## config.mk

```make
export PLATFORM = sky130hd
export DESIGN_NAME = decimal_field_formatter_core
export DESIGN_NICKNAME = d
export VERILOG_FILES = /design/src/hw/rtl/dfmt_pkg.sv /design/src/hw/rtl/decimal_field_formatter_core.sv /design/src/hw/rtl/dfmt_front.sv /design/src/hw/rtl/dfmt_queue.sv /design/src/hw/rtl/dfmt_back.sv
export SDC_FILE = /design/constraint.sdc
export NUM_CORES = 1
export LEC_CHECK = 0
export BUFFER_PORTS_ARGS = -buffer_cell sky130_fd_sc_hd__buf_2
export CAP_MARGIN = 15
export CORE_UTILIZATION = 50
export DETAILED_ROUTE_END_ITERATION = 12
export PLACE_DENSITY = 0.66
export SYNTH_ARGS = -nofsm -noshare
export SYNTH_HDL_FRONTEND = slang
export SYNTH_SLANG_ARGS = --single-unit
```

## constraint.sdc

```tcl
create_clock -name clk -period 8.4 [get_ports clk]
set_input_delay 0.84 -clock clk [delete_from_list [all_inputs] [get_ports clk]]
set_output_delay 0.84 -clock clk [all_outputs]
set_load 0.1 [all_outputs]
```

## src/hw/rtl/dfmt_pkg.sv

```systemverilog
// shared types and constants for the decimal field formatter
// no dependencies; imported by every dfmt module
`timescale 1ns / 1ps
`default_nettype none
package dfmt_pkg;
	localparam int MAX_WIDTH  = 10;
	localparam int NUM_DIGITS = 5;                      // digits of a 16-bit magnitude
	localparam int WW         = $clog2(MAX_WIDTH + 1);  // clamped width / position bits
	localparam int DIG_IDX_W  = $clog2(NUM_DIGITS);
	localparam int QDEPTH     = 2;
	localparam int QPTR_W     = $clog2(QDEPTH);
	localparam int QCNT_W     = $clog2(QDEPTH + 1);

	// x / 10 == (x * RECIP10) >> RECIP_SHIFT for every 16-bit x
	localparam logic [16:0] RECIP10     = 17'h0CCCD;
	localparam int          RECIP_SHIFT = 19;

	localparam logic [7:0] CH_ZERO  = 8'h30;
	localparam logic [7:0] CH_MINUS = 8'h2D;
	localparam logic [7:0] CH_PLUS  = 8'h2B;

	typedef logic [NUM_DIGITS-1:0][3:0] digits_t;

	typedef struct packed {
		logic          sgn;
		logic          neg;
		logic [WW-1:0] w;
		logic [7:0]    fill;
		logic          port;
		digits_t       digits;  // index 0 is the least significant digit
	} desc_t;

	typedef enum logic [1:0] {
		F_IDLE,
		F_CONV,
		F_PUSH
	} front_state_t;

	typedef enum logic [1:0] {
		B_IDLE,
		B_SIGN,
		B_DIGIT
	} back_state_t;
endpackage
`default_nettype wire

```

## src/hw/rtl/decimal_field_formatter_core.sv

```systemverilog
// top level of the decimal field formatter: front end, descriptor queue, back end
// depends on dfmt_pkg, dfmt_front, dfmt_queue, dfmt_back
`timescale 1ns / 1ps
`default_nettype none
// An item is taken when start is high and busy is low. The front end accepts it,
// converts the magnitude one divide-by-ten step a cycle through a shared reciprocal
// multiplier and then hands the digits to a two-entry queue; busy stays high until
// that hand-off, so no new item is taken before it, and the hand-off waits only while
// the queue is full.
// The back end emits one character per cycle (sign, then width digits, the last marked)
// and passes through an idle state to fetch each entry from the queue before its field.
// Each character appears for exactly one cycle with strobe high; the receiver cannot
// hold results off. An unsigned item of width zero produces no characters.
module decimal_field_formatter_core (
	input  wire         clk,
	input  wire         arst_n,
	input  wire         start,
	output logic        busy,
	input  wire  [15:0] value,
	input  wire         is_signed,
	input  wire  [3:0]  width,
	input  wire  [7:0]  fill_char,
	input  wire         port,
	output logic        strobe,
	output logic [7:0]  char_out,
	output logic        port_out,
	output logic        last
);
	import dfmt_pkg::*;

	logic  push, full, pop, empty;
	desc_t wr_desc, rd_desc;

	dfmt_front u_front (
		.clk       (clk),
		.arst_n    (arst_n),
		.start     (start),
		.busy      (busy),
		.value     (value),
		.is_signed (is_signed),
		.width     (width),
		.fill_char (fill_char),
		.port      (port),
		.push      (push),
		.desc      (wr_desc),
		.full      (full)
	);

	dfmt_queue u_queue (
		.clk     (clk),
		.arst_n  (arst_n),
		.push    (push),
		.wr_desc (wr_desc),
		.full    (full),
		.pop     (pop),
		.rd_desc (rd_desc),
		.empty   (empty)
	);

	dfmt_back u_back (
		.clk      (clk),
		.arst_n   (arst_n),
		.empty    (empty),
		.rd_desc  (rd_desc),
		.pop      (pop),
		.strobe   (strobe),
		.char_out (char_out),
		.port_out (port_out),
		.last     (last)
	);
endmodule
`default_nettype wire

```

## src/hw/rtl/dfmt_front.sv

```systemverilog
// front end: accepts an item, clamps width, converts magnitude to decimal digits
// one digit per cycle; depends on dfmt_pkg
`timescale 1ns / 1ps
`default_nettype none
module dfmt_front (
	input  wire                   clk,
	input  wire                   arst_n,
	input  wire                   start,
	output logic                  busy,
	input  wire  [15:0]           value,
	input  wire                   is_signed,
	input  wire  [3:0]            width,
	input  wire  [7:0]            fill_char,
	input  wire                   port,
	output logic                  push,
	output dfmt_pkg::desc_t       desc,
	input  wire                   full
);
	import dfmt_pkg::*;

	front_state_t state_q, state_d;
	logic [DIG_IDX_W-1:0] cnt_q;
	logic [15:0] mag_q;
	desc_t desc_q;

	logic [32:0] prod;
	logic [13:0] quot;
	logic [15:0] quot10;
	logic [3:0]  dig;
	logic        accept;
	logic [15:0] mag_in;
	logic [WW-1:0] w_clamped;

	assign accept = start && (state_q == F_IDLE);
	assign mag_in = (is_signed && value[15]) ? 16'(~value + 16'd1) : value;
	assign w_clamped = (int'(width) > MAX_WIDTH) ? WW'(MAX_WIDTH) : WW'(width);

	// divide by ten through the reciprocal, remainder by subtraction
	assign prod   = 33'(mag_q) * 33'(RECIP10);
	assign quot   = prod[RECIP_SHIFT+13:RECIP_SHIFT];
	assign quot10 = 16'({quot, 3'b000}) + 16'({quot, 1'b0});
	assign dig    = 4'(mag_q - quot10);

	always_comb begin
		state_d = state_q;
		busy    = (state_q != F_IDLE);
		push    = 1'b0;
		case (state_q)
			F_IDLE: begin
				if (accept) state_d = F_CONV;
			end
			F_CONV: begin
				if (cnt_q == DIG_IDX_W'(NUM_DIGITS - 1)) state_d = F_PUSH;
			end
			F_PUSH: begin
				if (!full) begin
					push    = 1'b1;
					state_d = F_IDLE;
				end
			end
			default: state_d = F_IDLE;
		endcase
	end

	assign desc = desc_q;

	always_ff @(posedge clk or negedge arst_n) begin
		if (!arst_n) begin
			state_q <= F_IDLE;
			cnt_q   <= '0;
		end else begin
			state_q <= state_d;
			if (accept) cnt_q <= '0;
			else if (state_q == F_CONV) cnt_q <= cnt_q + DIG_IDX_W'(1);
		end
	end

	always_ff @(posedge clk) begin
		if (accept) begin
			mag_q       <= mag_in;
			desc_q.sgn  <= is_signed;
			desc_q.neg  <= is_signed && value[15];
			desc_q.w    <= w_clamped;
			desc_q.fill <= fill_char;
			desc_q.port <= port;
		end else if (state_q == F_CONV) begin
			mag_q         <= 16'(quot);
			// digits shift in from the top, so the first one ends at index 0
			desc_q.digits <= {dig, desc_q.digits[NUM_DIGITS-1:1]};
		end
	end
endmodule
`default_nettype wire

```

## src/hw/rtl/dfmt_queue.sv

```systemverilog
// short descriptor queue between the front and back ends
// depends on dfmt_pkg
`timescale 1ns / 1ps
`default_nettype none
module dfmt_queue (
	input  wire              clk,
	input  wire              arst_n,
	input  wire              push,
	input  dfmt_pkg::desc_t  wr_desc,
	output logic             full,
	input  wire              pop,
	output dfmt_pkg::desc_t  rd_desc,
	output logic             empty
);
	import dfmt_pkg::*;

	desc_t entries_q [QDEPTH];
	logic [QPTR_W-1:0] wr_ptr_q, rd_ptr_q;
	logic [QCNT_W-1:0] count_q;

	assign full    = (count_q == QCNT_W'(QDEPTH));
	assign empty   = (count_q == '0);
	assign rd_desc = entries_q[rd_ptr_q];

	always_ff @(posedge clk or negedge arst_n) begin
		if (!arst_n) begin
			wr_ptr_q <= '0;
			rd_ptr_q <= '0;
			count_q  <= '0;
		end else begin
			if (push) begin
				wr_ptr_q <= (wr_ptr_q == QPTR_W'(QDEPTH - 1)) ? '0 : wr_ptr_q + QPTR_W'(1);
			end
			if (pop) begin
				rd_ptr_q <= (rd_ptr_q == QPTR_W'(QDEPTH - 1)) ? '0 : rd_ptr_q + QPTR_W'(1);
			end
			if (push && !pop) count_q <= count_q + QCNT_W'(1);
			else if (pop && !push) count_q <= count_q - QCNT_W'(1);
		end
	end

	always_ff @(posedge clk) begin
		if (push) entries_q[wr_ptr_q] <= wr_desc;
	end
endmodule
`default_nettype wire

```

## src/hw/rtl/dfmt_back.sv

```systemverilog
// back end: walks one descriptor and emits its characters one per cycle
// depends on dfmt_pkg
`timescale 1ns / 1ps
`default_nettype none
module dfmt_back (
	input  wire              clk,
	input  wire              arst_n,
	input  wire              empty,
	input  dfmt_pkg::desc_t  rd_desc,
	output logic             pop,
	output logic             strobe,
	output logic [7:0]       char_out,
	output logic             port_out,
	output logic             last
);
	import dfmt_pkg::*;

	back_state_t state_q, state_d;
	desc_t cur_q;
	logic [WW-1:0] pos_q;
	logic lead_q;

	logic          emit;
	logic [7:0]    ch;
	logic          is_last;
	logic [3:0]    dig;
	logic [WW-1:0] pos_d;
	logic          lead_d;

	// positions above the fifth digit are always zero
	always_comb begin
		if (int'(pos_q) < NUM_DIGITS) dig = cur_q.digits[pos_q[DIG_IDX_W-1:0]];
		else dig = 4'd0;
	end

	always_comb begin
		state_d = state_q;
		pop     = 1'b0;
		emit    = 1'b0;
		ch      = CH_ZERO;
		is_last = 1'b0;
		pos_d   = pos_q;
		lead_d  = lead_q;
		case (state_q)
			B_IDLE: begin
				if (!empty) begin
					pop    = 1'b1;
					pos_d  = rd_desc.w - WW'(1);
					lead_d = 1'b1;
					if (rd_desc.sgn) state_d = B_SIGN;
					else if (rd_desc.w != '0) state_d = B_DIGIT;
				end
			end
			B_SIGN: begin
				emit    = 1'b1;
				ch      = cur_q.neg ? CH_MINUS : CH_PLUS;
				is_last = (cur_q.w == '0);
				state_d = (cur_q.w == '0) ? B_IDLE : B_DIGIT;
			end
			B_DIGIT: begin
				emit    = 1'b1;
				is_last = (pos_q == '0);
				// the final digit is never filled
				if (dig == 4'd0 && lead_q && pos_q != '0) begin
					ch = cur_q.fill;
				end else begin
					ch     = CH_ZERO + 8'(dig);
					lead_d = 1'b0;
				end
				if (pos_q == '0) state_d = B_IDLE;
				else pos_d = pos_q - WW'(1);
			end
			default: state_d = B_IDLE;
		endcase
	end

	always_ff @(posedge clk or negedge arst_n) begin
		if (!arst_n) begin
			state_q <= B_IDLE;
			strobe  <= 1'b0;
		end else begin
			state_q <= state_d;
			strobe  <= emit;
		end
	end

	always_ff @(posedge clk) begin
		if (pop) cur_q <= rd_desc;
		pos_q    <= pos_d;
		lead_q   <= lead_d;
		char_out <= ch;
		port_out <= cur_q.port;
		last     <= is_last;
	end
endmodule
`default_nettype wire

```

== After elaboration in Yosys (flattened, before gate mapping) ==
Memories as Yosys holds them, arrays and structs flattened.
Cells that the tools add are included.

* Add/subtract/negate cells: 11
* Multiply operators: 1
* $lt $le $gt $ge: 3
* Eq/ne operators: 14
* Multiplexer cells: 39
* Bitwise logic cells: 2
* Reductions and logical operators: 26

{| class="wikitable"
|+ Operators by type and width
! operator !! count
|-
| $mux W16 || 3
|-
| $mul A16 B16 Y32 const B || 1
|-
| $mux W2 || 10
|-
| $add A16 B1 Y16 const B || 1
|-
| $mux W4 || 4
|-
| $not A16 Y16 || 1
|-
| $pmux W8 S2 || 1
|-
| $bmux W4 S3 || 1
|-
| $logic_not A4 Y1 || 3
|-
| $pmux W2 S3 || 2
|-
| $reduce_and A3 Y1 || 4
|-
| $mux W1 || 11
|-
| $mux W3 || 3
|-
| $mux W8 || 1
|-
| $ne A2 B2 Y1 const B || 4
|-
| $pmux W4 S2 || 1
|-
| $reduce_bool A2 Y1 || 4
|-
| $reduce_bool A4 Y1 || 2
|-
| $sub A4 B1 Y4 const B || 2
|-
| $add A6 B4 Y7 const A || 1
|-
| $eq A2 B2 Y1 const B || 3
|-
| $logic_and A1 B1 Y1 || 6
|-
| $logic_not A2 Y1 || 3
|-
| $ne A2 B1 Y1 const B || 3
|-
| 17 further kinds || 21
|}

* Register bits after elaboration: 112
* Memory bits (writable): 70
* Input port bits: 33
* Output and inout bits: 12
* Logic and storage cells: 129
* Memories kept: 1

{| class="wikitable"
|+ Memories
! name !! words !! bits a word !! read ports !! clocked after memory_dff !! write ports !! RTL line !! source
|-
| u_queue.entries_q || 2 || 35 || 1 || 0 || 1 || dfmt_queue.sv:17 || <nowiki>desc_t entries_q [QDEPTH];</nowiki>
|}

== Logic depth before layout (Yosys ltp) ==
* Word-level depth: 8
* Gate-level depth with buffers: 26
* Mapped depth without buffers: 26

== By module ==
From an unflattened synthesis, not the netlist that was laid out.

* Cell total of the unflattened synthesis: 963
* Area total of the unflattened synthesis: 12100.4 um^2

{| class="wikitable"
|+ Modules (own cells, without submodules)
! module !! times used !! cells each !! area an instance (um^2) !! sequential area each (um^2)
|-
| dfmt_front || 1 || 687 || 7113.1 || 1656.6
|-
| dfmt_queue || 1 || 125 || 2862.7 || 2202.1
|-
| dfmt_back || 1 || 151 || 2124.5 || 1446.4
|}

== Worst setup path after synthesis ==
No wires, ideal clock.

* Path type: reg2reg
* Start point: register u_front.mag_q[6]
* End point: register u_front.desc_q, in the netlist u_front.desc[19], data pin
* Library setup time: 0.261 ns
* Data arrival time: 6.228 ns
* Slack: 1.910 ns
* Cell stages (with the launch flop): 25
* Buffers on the path: 0
* Clock period less this slack: 6.490 ns
* Cells stage by stage: edfxtp_1 > ha_1 > inv_1 > fa_1 > inv_1 > fa_1 > fa_1 > fa_1 > inv_1 > fa_1 > inv_1 > ha_1 > a21o_1 > a21oi_1 > inv_1 > a2111oi_4 > nor2_1 > xnor2_1 > ha_1 > nand2_1 > and3_1 > a221oi_1 > nand3_1 > xnor2_1 > xnor2_1

* Longest elaborated chain between the ends: 3

{| class="wikitable"
|+ RTL lines
! element !! RTL line !! source
|-
| from (decl) || dfmt_front.sv:23 || <nowiki>logic [15:0] mag_q;</nowiki>
|-
| from (signal assigned) || dfmt_front.sv:80 || <nowiki>mag_q <= mag_in;</nowiki>
|-
| from (signal assigned) || dfmt_front.sv:87 || <nowiki>mag_q <= 16'(quot);</nowiki>
|-
| $mul A16 B16 Y32 || dfmt_front.sv:39 || <nowiki>assign prod = 33'(mag_q) * 33'(RECIP10);</nowiki>
|-
| $add A4 B4 Y4 || dfmt_front.sv:41 || <nowiki>assign quot10 = 16'({quot, 3'b000}) + 16'({quot, 1'b0});</nowiki>
|-
| $sub A4 B4 Y4 || dfmt_front.sv:42 || <nowiki>assign dig = 4'(mag_q - quot10);</nowiki>
|-
| via u_front.dig[3] || dfmt_front.sv:29 || <nowiki>logic [3:0] dig;</nowiki>
|-
| to (decl) || dfmt_front.sv:24 || <nowiki>desc_t desc_q;</nowiki>
|}

The timed path passes the listed nets, and every way through them passes these cells.
A chain may end at the register's enable or synchronous reset.

== Worst setup path in the final report ==
Ends and elaborated chain as after synthesis.

==> impl_metrics.toml <==
[status]
status = "complete, no violations"

[detailed_routing]
final_antenna_net_count = 0
dr.first_iter.drc_count = 392
dr_total_vias = 6747
post_drt_via_cell_ratio = 5.35
drt_wl_total_um = 22000
drc = 0
wl_per_cell_um = 17.4
first_pass_iters = 5

[grt]
grt_max_degree = 37
grt.overflow.total = 0
grt_first_pass_wirelength_um = 36600
first_global_vias = 6953
grt_antenna_before_repair = 0
track_usage_pct = 20.2

[sta]
finalSetupViolations = 0
final.setup_skew_ps = 12.9
totalNegativeSetupSlack_ps = 0
layout_worst_path_cycle_share_pct = 84.7
setup_repair_after_global_routing_missed_its_margin = "no"
timing.slew.headroom_pct = 34.6
fin_crit_ps = 7110
maxClockFrequency_mhz = 141
timing_worst_slew_pin_value_ps = 981
max_slew_violation_count = 0
hold_viol_final = 0

[critical_path]
critPathRequiredTime_ps = 8580
cpPeakStageDelay_ps = 550
worstSetupStartpointType = "flip-flop"
cp_data_arrival_time_ps = 7290
critPathKind = "reg -> reg"
cp_top_family = "adder cells"
critPathSlowestCell = "fa_1"
worst-path-buf-inv = 5
crit_chain = "ha_1 -> inv_1 -> fa_1 -> inv_1 -> fa_1 -> fa_1 -> fa_1 -> inv_1 -> fa_1 -> inv_1 -> ha_1 -> a21o_1 -> a21oi_1 -> inv_1 -> a2111oi_4 -> nor2_1 -> xnor2_1 -> ha_1 -> nand2_1 -> and3_1 -> a221oi_1 -> nand3_1 -> xnor2_1 -> xnor2_1"
worstSetupEndpointType = "flip-flop"
crit_fanout = 7

[die]
die_h_um = 155
die_w_um = 155
io_pins = 45
floorplan.core_area_um2 = 22700
die_area_um2 = 23900
floorplan.initialDensity_pct = 51.2
core.rowCount = 55

[cells_and_area]
fin_nets = 1218
fill_cells = 1893
antenna_diode_count = 0
regArea_um2 = 5310
most_common_cell_after_layout_fill_and_taps_aside = "inv_1"
syn_to_final_growth_pct = 9.79
drive_gt1_share_pct = 13.7
mostFrequentLayoutCells = "175 x inv_1, 160 x edfxtp_1, 141 x ha_1"
finish.instance_area_um2 = 12800
area_taken_by_multi_input_logic_gates_um2 = 5620

[clocking]
tritoncts.num_buffers = 17
root_cell_of_the_clock_tree = "clkbuf_16"
hold_buffer_count_at_cts = 0
clock_tree_sinks = 182
post-cts-setup-buffer-count = 0
cts_tree = "done"
clk-insertion-delay-late_ps = 430
clk_pin_slew_worst_paths_ps = 70
ctsLongestPathBuffers = 2
htree_levels = 4
cts_repair_resize_count = 0

[synth]
synthXorXnorAreaFrac_pct = 2.94
yosysSeqAreaShare_pct = 45.6
post_synth_and_or_nand_nor_area_fraction_pct = 5.46
yosys.cell_types.count = 57
synth_adder_area_share_pct = 28.9
syn_nets = 1164
synth_enable_flop_cells = 160
synth.yosys.warnings = 0
synth_area_um2 = 11600
ys_dominant_reg_cell = "edfxtp_1"
combinational_family_with_the_most_area_after_synthesis = "adder cells"
async_s_r_ff_share_synth_pct = 6.59
synthesized_netlist_cell_count = 910
synth_area_per_cell_um2 = 12.8
postSynthRegisterBits = 182
synth_compound_area_share_pct = 6.11
yosys-mux-area-fraction_pct = 4.78

[placement]
dp.final_hpwl_um = 17300
placement.io_buffers = 44
postPlaceCellArea_um2 = 12200
globalplace.congestion = 0.931

[worst_hold_path]
hold_path.class = "in -> async"

[job]
max_cap_viol_count = 0
-- state kept, by name (all words and copies together), names as in the netlist, 2 cells and up --
signal / count
u_back.pos_q: 4
u_back.state_q: 2
u_front.mag_q: 16
u_queue.entries_q: 70
u_queue.count_q: 2
u_front.cnt_q: 3
u_back.cur_q: 34
u_front.state_q: 2
u_back.char_out: 8
u_front.desc: 35
-- cells by family (layout without fill, tap and decap cells) --
| family | after synthesis | count (layout) |
|---|---|---|
| xor+xnor | 39 | 39 |
| mux | 46 | 46 |
| compound gates | 105 | 105 |
| buf+inv | 191 | 258 |
| simple gates | 126 | 126 |
| fa+ha+maj | 221 | 221 |
| flops | 182 | 182 |
-- metal layers --
metal	global-route usage [%]	part of all wire [%]
met1	29.2	48
met2	31.8	46
met3	3.47	4.4
met4	5.00	1.0
met5	0	0
-- metrics by stage --
stage          hold slack, ps  instances  utilization [%]  setup slack [ps]
2_1_floorplan             323        910                -              1910
5_1_grt                   316       1262             56.2               995
3_3_place_gp              351       1229             53.7              1560
6_report                  310       1262             56.2              1290
3_5_place_dp              350       1229             53.7              1390
4_1_cts                   302       1261             56.1              1370
-- cells in the mapped netlist, drive strengths merged, types with 4 or more instances --
cell type  count  area [um^2]
inv          177          664
edfxtp       160         4800
ha           141         1760
fa            80         1600
nand2         38          143
mux2          36          405
nor2          28          105
a21oi         25          129
o21ai         25          129
xnor2         21          184
xor2          18          158
nand3         14         70.1
o31ai         13         97.6
clkbuf        12         45.0
dfrtp         12          300
dfxtp         10          200
and2           8         50.1
a21o           7         52.6
nand2b         7         43.8
mux2i          6         60.1
nor3           6         30.0
a211oi         5         37.5
a22oi          5         42.5
and3           5         32.5
mux4           4         90.1
nor2b          4         25.0
nor4           4         40.0
o21a           4         30.0
o22ai          4         31.3
-- final timing paths --
kind / slack (ps) / end / cells past startpoint / startpoint
worst max-delay path: 1290 / u_front.desc[19] / 24 / u_front.mag_q[6]
worst min-delay path: 310 / u_back.strobe / 1 / arst_n
worst max register to register: 1290 / u_front.desc[19] / 24 / u_front.mag_q[6]
worst min register to register: 360 / u_back.port_out / 0 / u_back.cur_q[20]
max in group asynchronous: 7830 / u_front.cnt_q[0] / 1 / arst_n
min in group clk: 360 / u_back.port_out / 0 / u_back.cur_q[20]
-- area by class of cell --
cell class	count	area share (%)
clock buffer	17	3.33
clock inverter	15	1.06
inverter	178	5.23
multi-input combinational	537	44.0
sequential	182	41.5
tap	285	2.79
timing repair buffer	48	2.06
Power is left out: the tool's default activity adds up to more than one toggle a clock period on the data nets, which glitch-free logic cannot reach.
